`config.mk`:
```
export PLATFORM = sky130hd
export DESIGN_NAME = sha256_stream_hasher
export DESIGN_NICKNAME = d
export VERILOG_FILES = /design/src/rtl/sha_pkg.sv /design/src/rtl/sha_datapath.sv /design/src/rtl/sha_controller.sv /design/src/rtl/sha256_stream_hasher.sv
export SDC_FILE = /design/constraint.sdc
export NUM_CORES = 2
export LEC_CHECK = 0
export ABC_AREA = 1
export ABC_CLOCK_PERIOD_IN_PS = 24600
export BUFFER_PORTS_ARGS = -buffer_cell sky130_fd_sc_hd__buf_2
export CAP_MARGIN = 20
export CORE_MARGIN = 5
export CORE_UTILIZATION = 37
export CTS_BUF_LIST = sky130_fd_sc_hd__clkbuf_2 sky130_fd_sc_hd__clkbuf_4 sky130_fd_sc_hd__clkbuf_8
export DETAILED_ROUTE_END_ITERATION = 8
export GPL_TIMING_DRIVEN = 0
export HOLD_SLACK_MARGIN = 0.1
export PLACE_DENSITY = 0.54
export SETUP_SLACK_MARGIN = 0.05
export SYNTH_ARGS = -nofsm -noshare
export SYNTH_HDL_FRONTEND = slang
export SYNTH_SLANG_ARGS = --single-unit
```
`constraint.sdc`:
```
create_clock -name clk -period 24.6 [get_ports clk]
set_input_delay 1.23 -clock clk [delete_from_list [all_inputs] [get_ports clk]]
set_output_delay 1.23 -clock clk [all_outputs]
set_load 0.05 [all_outputs]
```
`src/rtl/sha_pkg.sv`:
```
// Shared types, constants and the rotate function for the SHA-256 stream hasher.
// Used by the controller, the datapath and the top level; no dependencies.
package sha_pkg;

    localparam logic [1:0] CMD_ABSORB        = 2'd0;
    localparam logic [1:0] CMD_ABSORB_FINISH = 2'd1;
    localparam logic [1:0] CMD_FINISH        = 2'd2;

    localparam logic [7:0] PAD_BYTE = 8'h80;
    localparam logic [6:0] LEN_POS  = 7'd56;
    localparam logic [60:0] MAX_BYTES = {61{1'b1}};

    // Byte source selection for the block buffer.
    typedef enum logic [1:0] {
        SRC_DATA = 2'd0,
        SRC_PAD  = 2'd1,
        SRC_ZERO = 2'd2,
        SRC_LEN  = 2'd3
    } byte_src_t;

    // Commands from the controller to the datapath.
    typedef struct packed {
        logic      push;        // write one byte into the block buffer
        byte_src_t src;         // which byte to write
        logic      count;       // count the byte in the message length
        logic      set_ovf;     // mark the length overflow
        logic      comp_start;  // load working variables from chaining value
        logic      round;       // run one compression round
        logic      comp_end;    // fold working variables into chaining value
        logic      restart;     // return to the initial hash value
        logic      out_shift;   // advance the digest output word
    } dp_cmd_t;

    // Status from the datapath to the controller.
    typedef struct packed {
        logic [6:0]  fill;
        logic        len_max;
        logic [5:0]  round_idx;
    } dp_stat_t;

    localparam logic [31:0] INIT_HASH [8] = '{
        32'h6a09e667, 32'hbb67ae85, 32'h3c6ef372, 32'ha54ff53a,
        32'h510e527f, 32'h9b05688c, 32'h1f83d9ab, 32'h5be0cd19
    };

    localparam logic [31:0] ROUND_K [64] = '{
        32'h428a2f98, 32'h71374491, 32'hb5c0fbcf, 32'he9b5dba5, 32'h3956c25b, 32'h59f111f1,
        32'h923f82a4, 32'hab1c5ed5, 32'hd807aa98, 32'h12835b01, 32'h243185be, 32'h550c7dc3,
        32'h72be5d74, 32'h80deb1fe, 32'h9bdc06a7, 32'hc19bf174, 32'he49b69c1, 32'hefbe4786,
        32'h0fc19dc6, 32'h240ca1cc, 32'h2de92c6f, 32'h4a7484aa, 32'h5cb0a9dc, 32'h76f988da,
        32'h983e5152, 32'ha831c66d, 32'hb00327c8, 32'hbf597fc7, 32'hc6e00bf3, 32'hd5a79147,
        32'h06ca6351, 32'h14292967, 32'h27b70a85, 32'h2e1b2138, 32'h4d2c6dfc, 32'h53380d13,
        32'h650a7354, 32'h766a0abb, 32'h81c2c92e, 32'h92722c85, 32'ha2bfe8a1, 32'ha81a664b,
        32'hc24b8b70, 32'hc76c51a3, 32'hd192e819, 32'hd6990624, 32'hf40e3585, 32'h106aa070,
        32'h19a4c116, 32'h1e376c08, 32'h2748774c, 32'h34b0bcb5, 32'h391c0cb3, 32'h4ed8aa4a,
        32'h5b9cca4f, 32'h682e6ff3, 32'h748f82ee, 32'h78a5636f, 32'h84c87814, 32'h8cc70208,
        32'h90befffa, 32'ha4506ceb, 32'hbef9a3f7, 32'hc67178f2
    };

    function automatic logic [31:0] rotr(input logic [31:0] x, input int n);
        rotr = (x >> n) | (x << (32 - n));
    endfunction

endpackage

```
`src/rtl/sha_datapath.sv`:
```
// Datapath of the SHA-256 stream hasher: block buffer held in the message
// schedule window, length counter, one-round compression unit and digest
// output shifter. Depends on sha_pkg.
module sha_datapath
    import sha_pkg::*;
(
    input  logic        clk,
    input  logic        rst_n,
    input  dp_cmd_t     cmd,
    input  logic [7:0]  data_byte,
    output dp_stat_t    stat,
    output logic [31:0] digest_word,
    output logic        length_overflow
);

    logic [6:0]  fill_reg;
    logic [60:0] len_reg;
    logic        ovf_reg;
    logic [31:0] cv_reg [8];
    logic [31:0] wv_reg [8];
    logic [31:0] win_reg [16];
    logic [5:0]  round_reg;
    logic [7:0]  byte_in;
    logic [63:0] bits;
    logic [31:0] w_cur, w_new, t1, t2, s0, s1, w15, w2, a, e;

    assign bits = {len_reg, 3'b000};

    // Select the byte written into the buffer.
    always_comb
    begin
        case (cmd.src)
            SRC_DATA: byte_in = data_byte;
            SRC_PAD:  byte_in = PAD_BYTE;
            SRC_ZERO: byte_in = 8'h00;
            SRC_LEN:  byte_in = bits[8 * (7 - (fill_reg[2:0])) +: 8];
            default:  byte_in = 8'h00;
        endcase
    end

    // Schedule word and round arithmetic for the current round.
    always_comb
    begin
        w15 = win_reg[1];
        w2  = win_reg[14];
        s0  = rotr(w15, 7) ^ rotr(w15, 18) ^ (w15 >> 3);
        s1  = rotr(w2, 17) ^ rotr(w2, 19) ^ (w2 >> 10);
        w_new = win_reg[0] + s0 + win_reg[9] + s1;
        w_cur = (round_reg < 6'd16) ? win_reg[0] : w_new;
        a = wv_reg[0];
        e = wv_reg[4];
        t1 = wv_reg[7] + (rotr(e, 6) ^ rotr(e, 11) ^ rotr(e, 25))
           + ((e & wv_reg[5]) ^ (~e & wv_reg[6])) + ROUND_K[round_reg] + w_cur;
        t2 = (rotr(a, 2) ^ rotr(a, 13) ^ rotr(a, 22))
           + ((a & wv_reg[1]) ^ (a & wv_reg[2]) ^ (wv_reg[1] & wv_reg[2]));
    end

    // Control registers: fill level, length, overflow flag, round counter.
    always_ff @(posedge clk or negedge rst_n)
    begin
        if (!rst_n)
        begin
            fill_reg  <= '0;
            len_reg   <= '0;
            ovf_reg   <= 1'b0;
            round_reg <= '0;
        end
        else
        begin
            if (cmd.restart)
            begin
                fill_reg <= '0;
                len_reg  <= '0;
                ovf_reg  <= 1'b0;
            end
            else
            begin
                if (cmd.push)
                    fill_reg <= fill_reg + 7'd1;
                else if (cmd.comp_end)
                    fill_reg <= '0;
                if (cmd.count)
                    len_reg <= len_reg + 61'd1;
                if (cmd.set_ovf)
                    ovf_reg <= 1'b1;
            end
            if (cmd.comp_start)
                round_reg <= '0;
            else if (cmd.round)
                round_reg <= round_reg + 6'd1;
        end
    end

    // The schedule window doubles as the block buffer: each byte lands
    // big-endian in its word, and the rounds rotate or extend it in place.
    always_ff @(posedge clk)
    begin
        if (cmd.comp_start)
        begin
            for (int i = 0; i < 8; i++)
                wv_reg[i] <= cv_reg[i];
        end
        else if (cmd.round)
        begin
            for (int i = 0; i < 15; i++)
                win_reg[i] <= win_reg[i+1];
            win_reg[15] <= w_cur;
            wv_reg[7] <= wv_reg[6];
            wv_reg[6] <= wv_reg[5];
            wv_reg[5] <= e;
            wv_reg[4] <= wv_reg[3] + t1;
            wv_reg[3] <= wv_reg[2];
            wv_reg[2] <= wv_reg[1];
            wv_reg[1] <= a;
            wv_reg[0] <= t1 + t2;
        end
        else if (cmd.push)
        begin
            win_reg[fill_reg[5:2]][{~fill_reg[1:0], 3'b000} +: 8] <= byte_in;
        end
    end

    // Chaining value: fold, restart and output shifting.
    always_ff @(posedge clk or negedge rst_n)
    begin
        if (!rst_n)
        begin
            for (int i = 0; i < 8; i++)
                cv_reg[i] <= INIT_HASH[i];
        end
        else if (cmd.restart)
        begin
            for (int i = 0; i < 8; i++)
                cv_reg[i] <= INIT_HASH[i];
        end
        else if (cmd.comp_end)
        begin
            for (int i = 0; i < 8; i++)
                cv_reg[i] <= cv_reg[i] + wv_reg[i];
        end
        else if (cmd.out_shift)
        begin
            for (int i = 0; i < 7; i++)
                cv_reg[i] <= cv_reg[i+1];
            cv_reg[7] <= cv_reg[0];
        end
    end

    assign stat.fill       = fill_reg;
    assign stat.len_max    = (len_reg == MAX_BYTES);
    assign stat.round_idx  = round_reg;
    assign digest_word     = cv_reg[0];
    assign length_overflow = ovf_reg;

endmodule

```
`src/rtl/sha_controller.sv`:
```
// Controller of the SHA-256 stream hasher: input acceptance, padding
// sequence, compression rounds and digest output. Depends on sha_pkg.
module sha_controller
    import sha_pkg::*;
(
    input  logic       clk,
    input  logic       rst_n,
    input  logic       in_valid,
    output logic       in_ready,
    input  logic [1:0] command,
    input  logic       out_ready,
    output logic       out_valid,
    output logic [2:0] word_index,
    input  dp_stat_t   stat,
    output dp_cmd_t    cmd
);

    typedef enum logic [6:0] {
        ST_IDLE  = 7'b0000001,
        ST_LOAD  = 7'b0000010,
        ST_ROUND = 7'b0000100,
        ST_FOLD  = 7'b0001000,
        ST_PAD   = 7'b0010000,
        ST_OUT   = 7'b0100000,
        ST_PADX  = 7'b1000000
    } state_t;

    state_t     state_reg, state_next;
    logic       fin_reg, fin_next;   // finish pending after this compression
    logic [1:0] pad_reg, pad_next;   // 0: 0x80 next, 1: zeros, 2: length
    logic [2:0] idx_reg, idx_next;
    logic       acc, absorb_ok;

    assign in_ready   = (state_reg == ST_IDLE);
    assign acc        = in_valid && in_ready;
    assign out_valid  = (state_reg == ST_OUT);
    assign word_index = idx_reg;
    assign absorb_ok  = !stat.len_max;

    // Next state and datapath commands.
    always_comb
    begin
        state_next = state_reg;
        fin_next   = fin_reg;
        pad_next   = pad_reg;
        idx_next   = idx_reg;
        cmd        = '0;
        cmd.src    = SRC_DATA;
        case (state_reg)
            ST_IDLE:
            begin
                if (acc && (command == CMD_ABSORB || command == CMD_ABSORB_FINISH))
                begin
                    fin_next = (command == CMD_ABSORB_FINISH);
                    pad_next = 2'd0;
                    if (absorb_ok)
                    begin
                        cmd.push  = 1'b1;
                        cmd.count = 1'b1;
                        if (stat.fill == 7'd63)
                            state_next = ST_LOAD;
                        else if (fin_next)
                            state_next = ST_PAD;
                    end
                    else
                    begin
                        cmd.set_ovf = 1'b1;
                        if (fin_next)
                            state_next = ST_PAD;
                    end
                end
                else if (acc && command == CMD_FINISH)
                begin
                    fin_next   = 1'b1;
                    pad_next   = 2'd0;
                    state_next = ST_PAD;
                end
            end
            ST_PAD:
            begin
                cmd.push = 1'b1;
                if (pad_reg == 2'd0)
                begin
                    cmd.src  = SRC_PAD;
                    pad_next = (stat.fill == 7'd55) ? 2'd2 : 2'd1;
                end
                else if (pad_reg == 2'd1)
                begin
                    cmd.src = SRC_ZERO;
                    if (stat.fill == 7'd55)
                        pad_next = 2'd2;
                end
                else
                begin
                    cmd.src = SRC_LEN;
                end
                if (stat.fill == 7'd63)
                    state_next = ST_LOAD;
            end
            ST_LOAD:
            begin
                cmd.comp_start = 1'b1;
                state_next     = ST_ROUND;
            end
            ST_ROUND:
            begin
                cmd.round = 1'b1;
                if (stat.round_idx == 6'd63)
                    state_next = ST_FOLD;
            end
            ST_FOLD:
            begin
                cmd.comp_end = 1'b1;
                if (!fin_reg)
                    state_next = ST_IDLE;
                else if (pad_reg == 2'd2 && stat.fill == 7'd64)
                begin
                    idx_next   = 3'd0;
                    state_next = ST_OUT;
                end
                else
                    state_next = ST_PADX;
            end
            ST_PADX:
            begin
                // Pad continues in a fresh block after the fold cleared the fill.
                state_next = ST_PAD;
            end
            ST_OUT:
            begin
                if (out_ready)
                begin
                    cmd.out_shift = 1'b1;
                    idx_next      = idx_reg + 3'd1;
                    if (idx_reg == 3'd7)
                    begin
                        cmd.out_shift = 1'b0;
                        cmd.restart   = 1'b1;
                        fin_next      = 1'b0;
                        state_next    = ST_IDLE;
                    end
                end
            end
            default:
            begin
                state_next = ST_IDLE;
            end
        endcase
    end

    // State registers.
    always_ff @(posedge clk or negedge rst_n)
    begin
        if (!rst_n)
        begin
            state_reg <= ST_IDLE;
            fin_reg   <= 1'b0;
            pad_reg   <= 2'd0;
            idx_reg   <= 3'd0;
        end
        else
        begin
            state_reg <= state_next;
            fin_reg   <= fin_next;
            pad_reg   <= pad_next;
            idx_reg   <= idx_next;
        end
    end

endmodule

```
`src/rtl/sha256_stream_hasher.sv`:
```
// Top level of the SHA-256 stream hasher: stream ports, controller and
// datapath. Depends on sha_pkg, sha_controller and sha_datapath.
//
// Bytes stream in one per transfer, and every 64th byte starts a
// compression (load, 64 rounds at one round per cycle in the shared round
// unit, fold), during which no transfer is taken. A finish adds the padding
// at one byte per cycle plus one or two compressions, then the eight digest
// words leave first word first, one per cycle while the sink is ready.
// Command 3 is accepted and ignored.
module sha256_stream_hasher
    import sha_pkg::*;
(
    input  logic        clk,
    input  logic        rst_n,
    input  logic        s_tvalid,
    output logic        s_tready,
    input  logic [7:0]  s_tdata,   // [7:0] data_byte
    input  logic [1:0]  s_tuser,   // [1:0] command
    output logic        m_tvalid,
    input  logic        m_tready,
    output logic [39:0] m_tdata,   // [31:0] digest_word, [34:32] word_index, 39:35 zero
    output logic        m_tuser,   // [0] length_overflow
    output logic        m_tlast    // last_word
);

    dp_cmd_t     cmd;
    dp_stat_t    stat;
    logic [31:0] digest_word;
    logic [2:0]  word_index;
    logic        length_overflow;

    sha_controller u_ctrl (
        .clk        (clk),
        .rst_n      (rst_n),
        .in_valid   (s_tvalid),
        .in_ready   (s_tready),
        .command    (s_tuser),
        .out_ready  (m_tready),
        .out_valid  (m_tvalid),
        .word_index (word_index),
        .stat       (stat),
        .cmd        (cmd)
    );

    sha_datapath u_dp (
        .clk             (clk),
        .rst_n           (rst_n),
        .cmd             (cmd),
        .data_byte       (s_tdata),
        .stat            (stat),
        .digest_word     (digest_word),
        .length_overflow (length_overflow)
    );

    assign m_tdata = {5'b00000, word_index, digest_word};
    assign m_tuser = length_overflow;
    assign m_tlast = (word_index == 3'd7);

endmodule
```
==> results.yml <==
die:
  fp.dieW_um: 478
  start_util_pct: 37.2
  core_area_um2: 217000
  ios: 58
  fp-row-count: 171
  dieHeight_um: 478
  dieArea_um2: 228000
sta:
  min_period_ps: 11510
  skew_ps: 101
  worstMarginPinSlew_ps: 1320
  finalHoldViolations: 0
  setup_viol: 0
  rsz0062_at_grt: "false"
  max_slew_margin_pct: 11.9
  fmax_mhz: 86.9
  finalSetupTns_ps: 0
  min_period_over_period_pct: 46.8
  finalMaxSlewViolations: 0
worst_setup_path:
  cp.depth: 41
  timing.rr.start: "u_dp.win_reg[14][19]"
  cp_num_buf_inv: 4
  endpoint_kind: "flip-flop"
  critPathCapture: "u_dp.wv_reg[0][31]"
  reg2reg_to: "u_dp.wv_reg[0][31]"
  cpMaxStageDelayCell: "xor2_1"
  cp-start-kind: "flip-flop"
  cp.arrival_ps: 12230
  ff2ff_setup_slack_ps: 13090
  cpPeakStageDelay_ps: 1010
  crit_fanout: 6
  cp-startpoint: "u_dp.win_reg[14][19]"
  critPathTopFamily: "adder cells"
  cpMostUsedCell: "nand3_1"
  rr_worst_depth: 41
  critical_path_required_ps: 25320
  crit_type: "flip-flop to flip-flop"
placed_design:
  portBuffers: 52
  post-dp-hpwl_um: 315000
  gp_congestion: 1.08
final_layout:
  drive_above_1_share_pct: 9.23
  finalNetCount: 10900
  largest_reg_flops: 512
  nFillCells: 22300
  area_growth_pct: 11.8
cts:
  clockBufferDepth: 3
  post_cts_resized: 0
  cts.htree.levels: 4
  root_buffer: "clkbuf_8"
  cts_setup_buffers: 0
  cts_num_sinks: 1112
  insertion_delay_ps: 1060
  cts_hold_repair.buffers: 0
  cts_buffers: 207
  cts.clk_slew.worst_paths_ps: 60
  cts_tree: "built"
job:
  drv_cap: 0
grt:
  antenna_found_initial: 20
  grt_overflow: 0
  grt_pass1_wl_um: 549000
  grt_pass1_vias: 73700
  track_usage_pct: 33.3
  grt_start_max_net_pins: 109
yosys:
  ys_async_sr_fraction_pct: 30.9
  yosys_warnings: 0
  syn_area_um2: 80900
  synth_ff_type: "edfxtp_1"
  postSynthCellCount: 9979
  synth-edff-count: 768
  synthDistinctLibCells: 76
  syn_area_per_cell_um2: 8.11
  yosysSeqAreaShare_pct: 39.4
  ys_seq_elements: 1112
detailed_routing:
  vias_per_cell: 5.86
  drc: 0
  ant_nets: 0
  initialDrtViolationCount: 10100
  drt_wl_total_um: 395000
  via_count: 78300
  dr.pass1.iters: 9
  avgRoutedWirePerCell_um: 29.5
worst_hold_path:
  hold_class: "input port to async pin"
outcome:
  run_status: "completed"
cell usage after synthesis, types with 14 or more instances:
| cell | instances | share of area [%] |
|---|---|---|
| a21boi_0 | 23 | 0.21 |
| a21o_1 | 46 | 0.43 |
| a21oi_1 | 887 | 5.5 |
| a221oi_1 | 26 | 0.28 |
| a22oi_1 | 61 | 0.57 |
| a31oi_1 | 39 | 0.30 |
| buf_1 | 21 | 0.097 |
| buf_2 | 59 | 0.37 |
| buf_4 | 44 | 0.41 |
| buf_6 | 38 | 0.53 |
| clkbuf_1 | 266 | 1.2 |
| dfrtp_1 | 207 | 6.4 |
| dfstp_2 | 137 | 4.5 |
| edfxtp_1 | 768 | 29 |
| fa_1 | 195 | 4.8 |
| ha_1 | 411 | 6.4 |
| inv_1 | 1208 | 5.6 |
| inv_2 | 14 | 0.065 |
| nand2_1 | 2117 | 9.8 |
| nand2_4 | 30 | 0.42 |
| nand3_1 | 368 | 2.3 |
| nand4_1 | 63 | 0.49 |
| nor2_1 | 568 | 2.6 |
| nor2_2 | 15 | 0.12 |
| nor3_1 | 130 | 0.80 |
| nor4_1 | 33 | 0.26 |
| o211ai_1 | 43 | 0.40 |
| o21a_1 | 21 | 0.19 |
| o21ai_0 | 1294 | 8.0 |
| o21ai_1 | 78 | 0.48 |
| o21bai_1 | 46 | 0.43 |
| o221ai_1 | 19 | 0.21 |
| o22ai_1 | 37 | 0.29 |
| o31ai_1 | 26 | 0.24 |
| or2_2 | 73 | 0.56 |
| xnor2_1 | 187 | 2.0 |
| xor2_1 | 221 | 2.4 |
placed cells by master, fill, tap and decap left out, types with 23 or more instances in the layout:
cell / n
nand2_1: 2117
o21ai_0: 1293
inv_1: 1207
a21oi_1: 887
edfxtp_1: 768
nor2_1: 557
ha_1: 411
nand3_1: 368
clkbuf_1: 245
clkbuf_8: 221
xor2_1: 218
dfrtp_1: 207
fa_1: 195
xnor2_1: 182
dfstp_2: 137
nor3_1: 130
buf_2: 115
o21ai_1: 79
or2_2: 73
clkbuf_4: 68
nand4_1: 63
a22oi_1: 61
buf_4: 59
buf_6: 48
a21o_1: 46
o21bai_1: 46
clkinv_1: 45
o211ai_1: 43
a31oi_1: 39
o22ai_1: 37
nor4_1: 33
clkinv_2: 30
nand2_4: 30
buf_8: 28
o31ai_1: 26
a221oi_1: 26
nor2_2: 26
a21boi_0: 23
logic make-up after synthesis:
kind of cell / synth area share (%)
and+or+nand+nor: 18.2
AOI/OAI and AO/OA: 18.3
buffers and inverters: 8.41
DFF: 39.4
adders and majority gates: 11.2
xor gates and xnor gates: 4.42
muxes: 0.0371
other: 0.00464
layout make-up:
class                           count  area, µm²  share of cell area (%)
Antenna cell                       13       32.5                  0.0360
Buffer                            430       2190                    2.42
Clock buffer                      289       3550                    3.93
Clock inverter                     97        865                   0.956
Inverter                         1233       4650                    5.14
Multi-Input combinational cell   7208      42400                    46.8
Sequential cell                  1112      31800                    35.2
Tap cell                         2854       3570                    3.95
Timing Repair Buffer              125       1350                    1.50
worst min path at each step:
stage	to	slack [ps]	cells after the start
after floorplan	u_dp.cv_reg[98]	460	2
after global placement	u_dp.cv_reg[44]	500	2
after detailed placement	u_dp.win_reg[11][2]	510	2
after CTS	u_dp.cv_reg[176]	170	1
after global routing	u_dp.cv_reg[176]	220	1
final	u_dp.cv_reg[176]	230	1
layer usage:
metal	vias up	global-route usage, %	wire length [µm]
li1	34500	-	-
met1	38300	44.7	160000
met2	4606	49.6	165000
met3	905	9.49	45800
met4	18	15.8	23500
met5	-	0	135
per-stage QoR:
step	area (µm²)	instances	hold WS, ps	setup slack, ps	util (%)
2_1_floorplan	80900	9983	465	16520	-
3_3_place_gp	84700	12900	495	11580	39.0
3_5_place_dp	85900	13000	509	13210	39.5
4_1_cts	90300	13300	171	13170	41.5
5_1_grt	90400	13400	219	12610	41.6
6_report	90400	13400	227	13090	41.6
Power is left out: the tool's default activity adds up to more than one toggle a clock period on the data nets, which glitch-free logic cannot reach.
